===== src/rtl/core/assert_macros.svh =====
// Assertion helpers shared by the RTL files.
`ifndef ASSERT_MACROS_SVH
`define ASSERT_MACROS_SVH

// Clocked check that is switched off while reset is held.
`define SDCD_ASSERT(lbl, prop, msg) \
  lbl: assert property (@(posedge clk) disable iff (!rst_n) prop) \
    else $error(msg);

// Clocked check that an expression never holds.
`define SDCD_ASSERT_NEVER(lbl, expr, msg) \
  `SDCD_ASSERT(lbl, !(expr), msg)

`endif


===== src/rtl/core/sdcd_pkg.sv =====
package sdcd_pkg;

  localparam int unsigned CLK_W = 30;
  localparam int unsigned CODE_W = 11;
  localparam int unsigned NS_W = 24;
  localparam int unsigned DIVIDER_BITS_DEF = 11;

  localparam int unsigned IN_DATA_W = 32;
  localparam int unsigned OUT_DATA_W = 72;
  localparam int unsigned OUT_PAD_W = OUT_DATA_W - CODE_W - CLK_W - NS_W;

  localparam logic [CLK_W-1:0] CORE_RESET_HZ = CLK_W'(250000000);
  localparam logic [CLK_W-1:0] MIN_REQ_HZ = CLK_W'(100000);
  localparam logic [CLK_W-1:0] NS_PER_SEC = CLK_W'(1000000000);
  localparam logic [NS_W-1:0] NS_MAX = '1;
  localparam int unsigned NS_SHIFT = 3;

  typedef struct packed {
    logic             valid;
    logic [CLK_W-1:0] rem;
    logic [CLK_W-1:0] quo;
    logic [CLK_W-1:0] dsr;
  } div_lane_t;

endpackage


===== src/rtl/core/sdcd_div_cell.sv =====
`include "assert_macros.svh"

module sdcd_div_cell #(
  parameter int unsigned BIT = 0,
  parameter int unsigned SIDE_W = 1
) (
  input  logic                           clk,
  input  logic                           rst_n,
  input  logic                           en,
  input  logic [sdcd_pkg::CLK_W-1:0]     dividend,
  input  sdcd_pkg::div_lane_t            lane_i,
  input  logic [SIDE_W-1:0]              side_i,
  output sdcd_pkg::div_lane_t            lane_o,
  output logic [SIDE_W-1:0]              side_o
);
  import sdcd_pkg::*;

  localparam int unsigned DBIT = CLK_W - 1 - BIT;

  div_lane_t         lane_r;
  div_lane_t         lane_nxt;
  logic [SIDE_W-1:0] side_r;
  logic [CLK_W:0]    shifted;
  logic [CLK_W:0]    diff;
  logic              ge;

  always_comb begin
    shifted = {lane_i.rem, dividend[DBIT]};
    diff = shifted - {1'b0, lane_i.dsr};
    ge = !diff[CLK_W];
    lane_nxt.valid = lane_i.valid;
    lane_nxt.dsr = lane_i.dsr;
    lane_nxt.rem = ge ? diff[CLK_W-1:0] : shifted[CLK_W-1:0];
    lane_nxt.quo = {lane_i.quo[CLK_W-2:0], ge};
  end

  always_ff @(posedge clk) begin
    if (!rst_n) begin
      lane_r.valid <= 1'b0;
    end else if (en) begin
      lane_r <= lane_nxt;
    end
  end

  always_ff @(posedge clk) begin
    if (en) begin
      side_r <= side_i;
    end
  end

  assign lane_o = lane_r;
  assign side_o = side_r;

  `SDCD_ASSERT(a_rem_below_dsr,
    lane_r.valid |-> (lane_r.rem < lane_r.dsr) || (lane_r.dsr == '0),
    "Partial remainder reached the divisor.")

endmodule


===== src/rtl/core/sdcd_div_chain.sv =====
module sdcd_div_chain #(
  parameter int unsigned SIDE_W = 1
) (
  input  logic                       clk,
  input  logic                       rst_n,
  input  logic                       en,
  input  logic [sdcd_pkg::CLK_W-1:0] dividend,
  input  sdcd_pkg::div_lane_t        lane_i,
  input  logic [SIDE_W-1:0]          side_i,
  output sdcd_pkg::div_lane_t        lane_o,
  output logic [SIDE_W-1:0]          side_o
);
  import sdcd_pkg::*;

  div_lane_t         lane [CLK_W+1];
  logic [SIDE_W-1:0] side [CLK_W+1];

  assign lane[0] = lane_i;
  assign side[0] = side_i;

  for (genvar i = 0; i < CLK_W; i++) begin : g_cell
    sdcd_div_cell #(
      .BIT(i),
      .SIDE_W(SIDE_W)
    ) u_cell (
      .clk(clk),
      .rst_n(rst_n),
      .en(en),
      .dividend(dividend),
      .lane_i(lane[i]),
      .side_i(side[i]),
      .lane_o(lane[i+1]),
      .side_o(side[i+1])
    );
  end

  assign lane_o = lane[CLK_W];
  assign side_o = side[CLK_W];

endmodule


===== config.mk =====
export PLATFORM = sky130hd
export DESIGN_NAME = sdcd_div_chain
export DESIGN_NICKNAME = d
export VERILOG_FILES = /design/src/rtl/core/sdcd_pkg.sv /design/src/rtl/core/sdcd_div_cell.sv /design/src/rtl/core/sdcd_div_chain.sv
export VERILOG_INCLUDE_DIRS = /design/src /design/src/rtl/core
export SDC_FILE = /design/constraint.sdc
export NUM_CORES = 2
export LEC_CHECK = 0
export BUFFER_PORTS_ARGS = -buffer_cell sky130_fd_sc_hd__buf_2
export CAP_MARGIN = 40
export CORE_MARGIN = 1.5
export CORE_UTILIZATION = 50
export CTS_BUF_LIST = sky130_fd_sc_hd__clkbuf_4
export DETAILED_ROUTE_END_ITERATION = 8
export PLACE_DENSITY = 0.67
export SLEW_MARGIN = 30
export SYNTH_ARGS = -nofsm -noshare
export SYNTH_HDL_FRONTEND = slang
export SYNTH_SLANG_ARGS = --single-unit

===== constraint.sdc =====
create_clock -name clk -period 80.9 [get_ports clk]
set_clock_uncertainty 0.15 [all_clocks]
set_input_delay 8.09 -clock clk [delete_from_list [all_inputs] [get_ports clk]]
set_output_delay 8.09 -clock clk [all_outputs]
set_load 0.005 [all_outputs]

# ---- After elaboration in Yosys (flattened, before gate mapping)
# Cells that the tools add are included.
# W data, S select, Z words.
dict set report op_classes {
  addsub 30
  n_mux 30
  n_reduce_logical 31
}
# cell n
set op_table {}
lappend op_table {{$sub A31 B30 Y31} 30}
lappend op_table {{$mux W30} 30}
lappend op_table {{$logic_not A1 Y1} 30}
lappend op_table {{$reduce_and A2 Y1} 1}
dict set report totals {
  register_bits 2325
  in_bits 125
  output_inout_bits 92
  word_cells 241
}

# ---- Longest topological paths before layout
dict set report logic_depth {
  depth_word 2
  depth_mapped 17
  ltp_nobuf 15
}

# ---- Cells and area by module
# A second synthesis with hierarchy kept.
dict set report hier_totals {
  hier_cells 10842
  area_unflattened_um2 144014.4
}
# module instances cells_per_inst area_each_um2 seq_area_each_um2
set modules_own_cells {}
lappend modules_own_cells {{sdcd_div_cell at g_cell[21].u_cell ...} 14 356 4817.1 2752.6}
lappend modules_own_cells {{sdcd_div_cell at g_cell[12].u_cell ...} 10 359 4690.7 2752.6}
lappend modules_own_cells {{sdcd_div_cell at g_cell[2].u_cell ...} 3 389 4963.5 2752.6}
lappend modules_own_cells {{sdcd_div_cell at g_cell[10].u_cell ...} 2 372 4991.0 2752.6}
lappend modules_own_cells {{sdcd_div_cell at g_cell[0].u_cell} 1 357 4794.6 2752.6}

# ---- Worst setup path before layout
# No wires, ideal clock.
dict set report synth_timing {
  kind {input port to flip-flop}
  start {input en}
  end {register g_cell[0].u_cell.lane_r, in the netlist g_cell[0].u_cell.lane_o[0], enable pin}
  setup_ns 2.960
  t_arrival_ns 59.522
  t_required_ns 77.790
  slack_ns 18.268
  path_stages 3
  path_buffers 2
  cell_sequence {clkbuf_1 -> clkbuf_1 -> and2_1}
}
dict set report synth_between {
  elab_chain_cells 1
}
# element line
set synth_lines {}
lappend synth_lines {{from (decl)} sdcd_div_chain.sv:6} ;# input logic en,
lappend synth_lines {{$reduce_and A2 Y1 (no line)} n/a}
lappend synth_lines {{to (signal assigned)} sdcd_div_cell.sv:41} ;# lane_r <= lane_nxt;
lappend synth_lines {{to (decl)} sdcd_div_cell.sv:20} ;# div_lane_t lane_r;
# No other way between the ends.
# A chain may end at the register's enable or synchronous reset.

# ---- Worst setup path after layout
dict set report layout_timing {
  start {input en}
  end {register g_cell[18].u_cell.lane_r, in the netlist g_cell[18].u_cell.lane_o[0], enable pin}
}
dict set report layout_between {
  elab_chain_cells 1
}
# element line
set layout_lines {}
lappend layout_lines {{$reduce_and A2 Y1 (no line)} n/a}
lappend layout_lines {{to (signal assigned)} sdcd_div_cell.sv:41}
lappend layout_lines {{to (decl)} sdcd_div_cell.sv:20}
# No other way between the ends.

==> impl_metrics.py <==
metrics = {
    "power_and_ir_drop": {
        "seqPwrFrac_pct": 44.8,
        "p_sw_uw": 1000,
        "powerDensity_mw_per_mm2": 24.2,
        "p_leak_uw": 0.0572,
        "combinationalPowerShare_pct": 24.7,
        "pwr-share-clk_pct": 30.5,
        "max-vdd-ir-drop_v": 0.0000140,
        "p_int_uw": 2380,
        "switching_share_pct": 29.7,
    },
    "drt": {
        "drc": 0,
        "avgRoutedWirePerCell_um": 16.9,
        "drt_iter0_drc": 4492,
        "vias": 81200,
        "routed_via_density": 5.46,
        "final_antenna_net_count": 0,
        "firstDrtPassIters": 6,
        "drt-total-wl_mm": 251,
    },
    "setup_path": {
        "crit_chain": "buf_4 > buf_4 > and2_4 > buf_12 > buf_4 > buf_16 > buf_4 > buf_12 > buf_4 > buf_16 > buf_4 > buf_12",
        "rrSetupSlack_ps": 75780,
        "crit_slowest_cell": "buf_12",
        "cp_max_fo": 164,
        "critical_path.max_stage_delay_ps": 740,
        "worstPathRequired_ps": 81860,
        "cp-start-kind": "input port",
        "worstSetupStartpoint": "en",
        "worstSetupPathType": "input port to register",
        "reg2reg_depth": 15,
        "worstPathArrival_ps": 12990,
        "reg2reg_to": "g_cell[8].u_cell.lane_o[86]",
        "r2r_start": "g_cell[7].u_cell.lane_o[0]",
        "endpoint_kind": "register",
        "crit_top_cell": "buf_4",
    },
    "timing": {
        "worst_slew_pin_slew_ps": 1010,
        "period_share_pct": 14.9,
        "min_period_ps": 12030,
        "final-hold-violation-count": 0,
        "setup_viol": 0,
        "rsz0062_at_grt": "no",
        "tns_ps": 0,
        "final.setup.worst_slack_ps": 68870,
        "worst_hold_slack_ps": 242,
        "drv_slew": 0,
        "relSlewSlack_pct": 32.3,
        "fmax_ghz": 0.0831,
    },
    "place": {
        "port_buffers": 186,
        "dp.final_hpwl_mm": 184,
        "place_congestion": 0.899,
        "placed_area_sq_mm": 0.132,
        "dp_worst_setup_slack_ps": 66890,
    },
    "floorplan": {
        "initial_core_util_pct": 50.3,
        "die_x_um": 506,
        "die_area_sq_mm": 0.256,
        "die_h_um": 506,
        "coreArea_sq_mm": 0.251,
        "io_pins": 217,
        "rows": 184,
    },
    "final_layout": {
        "drive_gt1_share_pct": 13.1,
        "final_common_cell": "edfxtp_1",
        "final_cell_mix": "edfxtp_1 (2295), inv_1 (1093), ha_1 (900)",
        "multi_input_area_sq_mm": 0.0522,
        "fin_area_sq_mm": 0.140,
        "seq_area_sq_mm": 0.0695,
        "fin_nets": 12100,
        "area_growth_pct": 10.8,
        "final_util_pct": 55.7,
        "nFillCells": 20800,
    },
    "logic_synthesis": {
        "synth_top_family_by_area": "compound AO/OA/AOI/OAI gates",
        "ys_seq_area_share_pct": 55.0,
        "synth_compound_area_share_pct": 12.5,
        "synthAdderAreaFrac_pct": 9.39,
        "synth_cell_type_count": 111,
        "postSynthCellCount": 10400,
        "synthSimpleGateAreaFrac_pct": 7.16,
        "ys_top_cells_by_area": "edfxtp_1 (55%), ha_1 (8.9%), mux2_1 (4.1%)",
        "postSynthNetCount": 11400,
        "synth_edf_count": 2295,
        "synth.cell_area_sq_mm": 0.126,
        "synthMuxAreaShare_pct": 6.56,
        "synth-async-reset-ratio_pct": 0,
        "ys_warn_count": 0,
        "synth_flop_cell": "edfxtp_1",
        "yosys.area.top_type": "edfxtp_1",
        "synthXorXnorAreaFrac_pct": 5.47,
        "syn_avg_cell_area_sq_um": 12.2,
        "ys_seq_elements": 2325,
        "synth_top_area_share_pct": 54.6,
    },
    "min_path": {
        "whs_endpoint": "g_cell[13].u_cell.lane_o[33]",
        "min_path_cells": 0,
        "min_from": "g_cell[12].u_cell.lane_o[32]",
        "hold_path_class": "register to register",
    },
    "grt": {
        "antenna_found_initial": 8,
        "grt_max_degree": 166,
        "grt.total_usage_pct": 19.3,
        "grt_first_pass_wirelength_mm": 411,
        "grt_pass1_vias": 83500,
        "overflow": 0,
    },
    "clock_network": {
        "cts_hold_buffers": 0,
        "numCtsBuffers": 623,
        "cts_max_level": 6,
        "clkLatencyLatePin_ps": 1490,
        "cts_repair_resize_count": 0,
        "clkSinkCount": 2325,
        "clk_pin_slew_worst_paths_ps": 60,
        "clockBufferDepth": 4,
        "cts_root_buf": "clkbuf_4",
        "post_cts_buffers": 0,
        "cts_tree": "yes",
    },
    "job": {
        "drv_cap": 0,
    },
    "outcome": {
        "outcome": "completed",
    },
}
## critical path, delay by kind of cell
| family | cells | cell delay (ps) |
|---|---|---|
| buffers and inverters | 11 | 3990 |
| AND/OR/NAND/NOR | 1 | 610 |
## area by class of cell
type / count / share of cell area, %
clock buffers: 872 / 4.68
multi-input cells: 6755 / 37.3
clock inverters: 201 / 0.963
flip-flops and latches: 2325 / 49.7
inverters: 1105 / 2.96
well taps: 3348 / 2.99
repair buffers: 272 / 1.40
diodes: 14 / 0.0250
## through the flow
stage	total power, uW	std cells
after floorplan	2290	10400
after global placement	2340	13800
after detailed placement	2370	13800
after CTS	3430	14900
after global routing	3580	14900
final	3380	14900
## registers in the layout (all words and copies together) (netlist names)
| register | flops |
|---|---|
| g_cell.u_cell.lane_o | 2295 |
| g_cell.u_cell.side_o | 30 |
## metal layers
layer | part of all wire, % | vias to the layer above | GRT usage [%]
met3 | 4.1 | 680 | 3.33
met1 | 40 | 38800 | 21.6
met2 | 52 | 1858 | 35.6
met4 | 3.7 | 2 | 8.47
li1 | - | 39900 | -
met5 | 0.0052 | - | 0
## Yosys cell counts (all sizes together), types with 82 or more instances
master,count
edfxtp,2295
inv,1105
ha,900
a21oi,705
mux2,622
o21ai,590
nand2,558
xnor2,502
nor2,470
a21o,374
xor2,284
nor2b,171
o21a,158
nand2b,144
nand3,126
nor3,101
clkbuf,89
mux2i,88
a31oi,82
## how the worst max path moves through the flow
stage | to | slack [ps] | depth (start not counted)
6_report | g_cell[18].u_cell.lane_o[0] | 68870 | 12
5_1_grt | g_cell[22].u_cell.lane_o[33] | 68640 | 12
3_5_place_dp | g_cell[24].u_cell.lane_o[36] | 66890 | 9
4_1_cts | g_cell[22].u_cell.lane_o[33] | 68540 | 9
3_3_place_gp | g_cell[23].u_cell.lane_o[35] | 66860 | 8
2_1_floorplan | g_cell[0].u_cell.lane_o[0] | 18270 | 3
## cell families (layout without fill, tap and decap cells)
family	after synthesis	count (layout)
AOI/OAI and AO/OA	2450	2450
xor gates and xnor gates	786	786
adders and majority gates	930	930
buffers and inverters	1273	2450
DFF	2325	2325
muxes	710	710
other	0	14
and+or+nand+nor	1879	1879
## power by group through the flow
stage / registers, uW / logic [uW] / clock network, uW
floorplan: 1640 / 656 / 0
global route: 1520 / 924 / 1130
global placement: 1540 / 801 / 0
detailed placement: 1540 / 824 / 0
CTS: 1520 / 832 / 1080
finish: 1520 / 834 / 1030
Note: power is estimated with default switching activity, not from simulation.
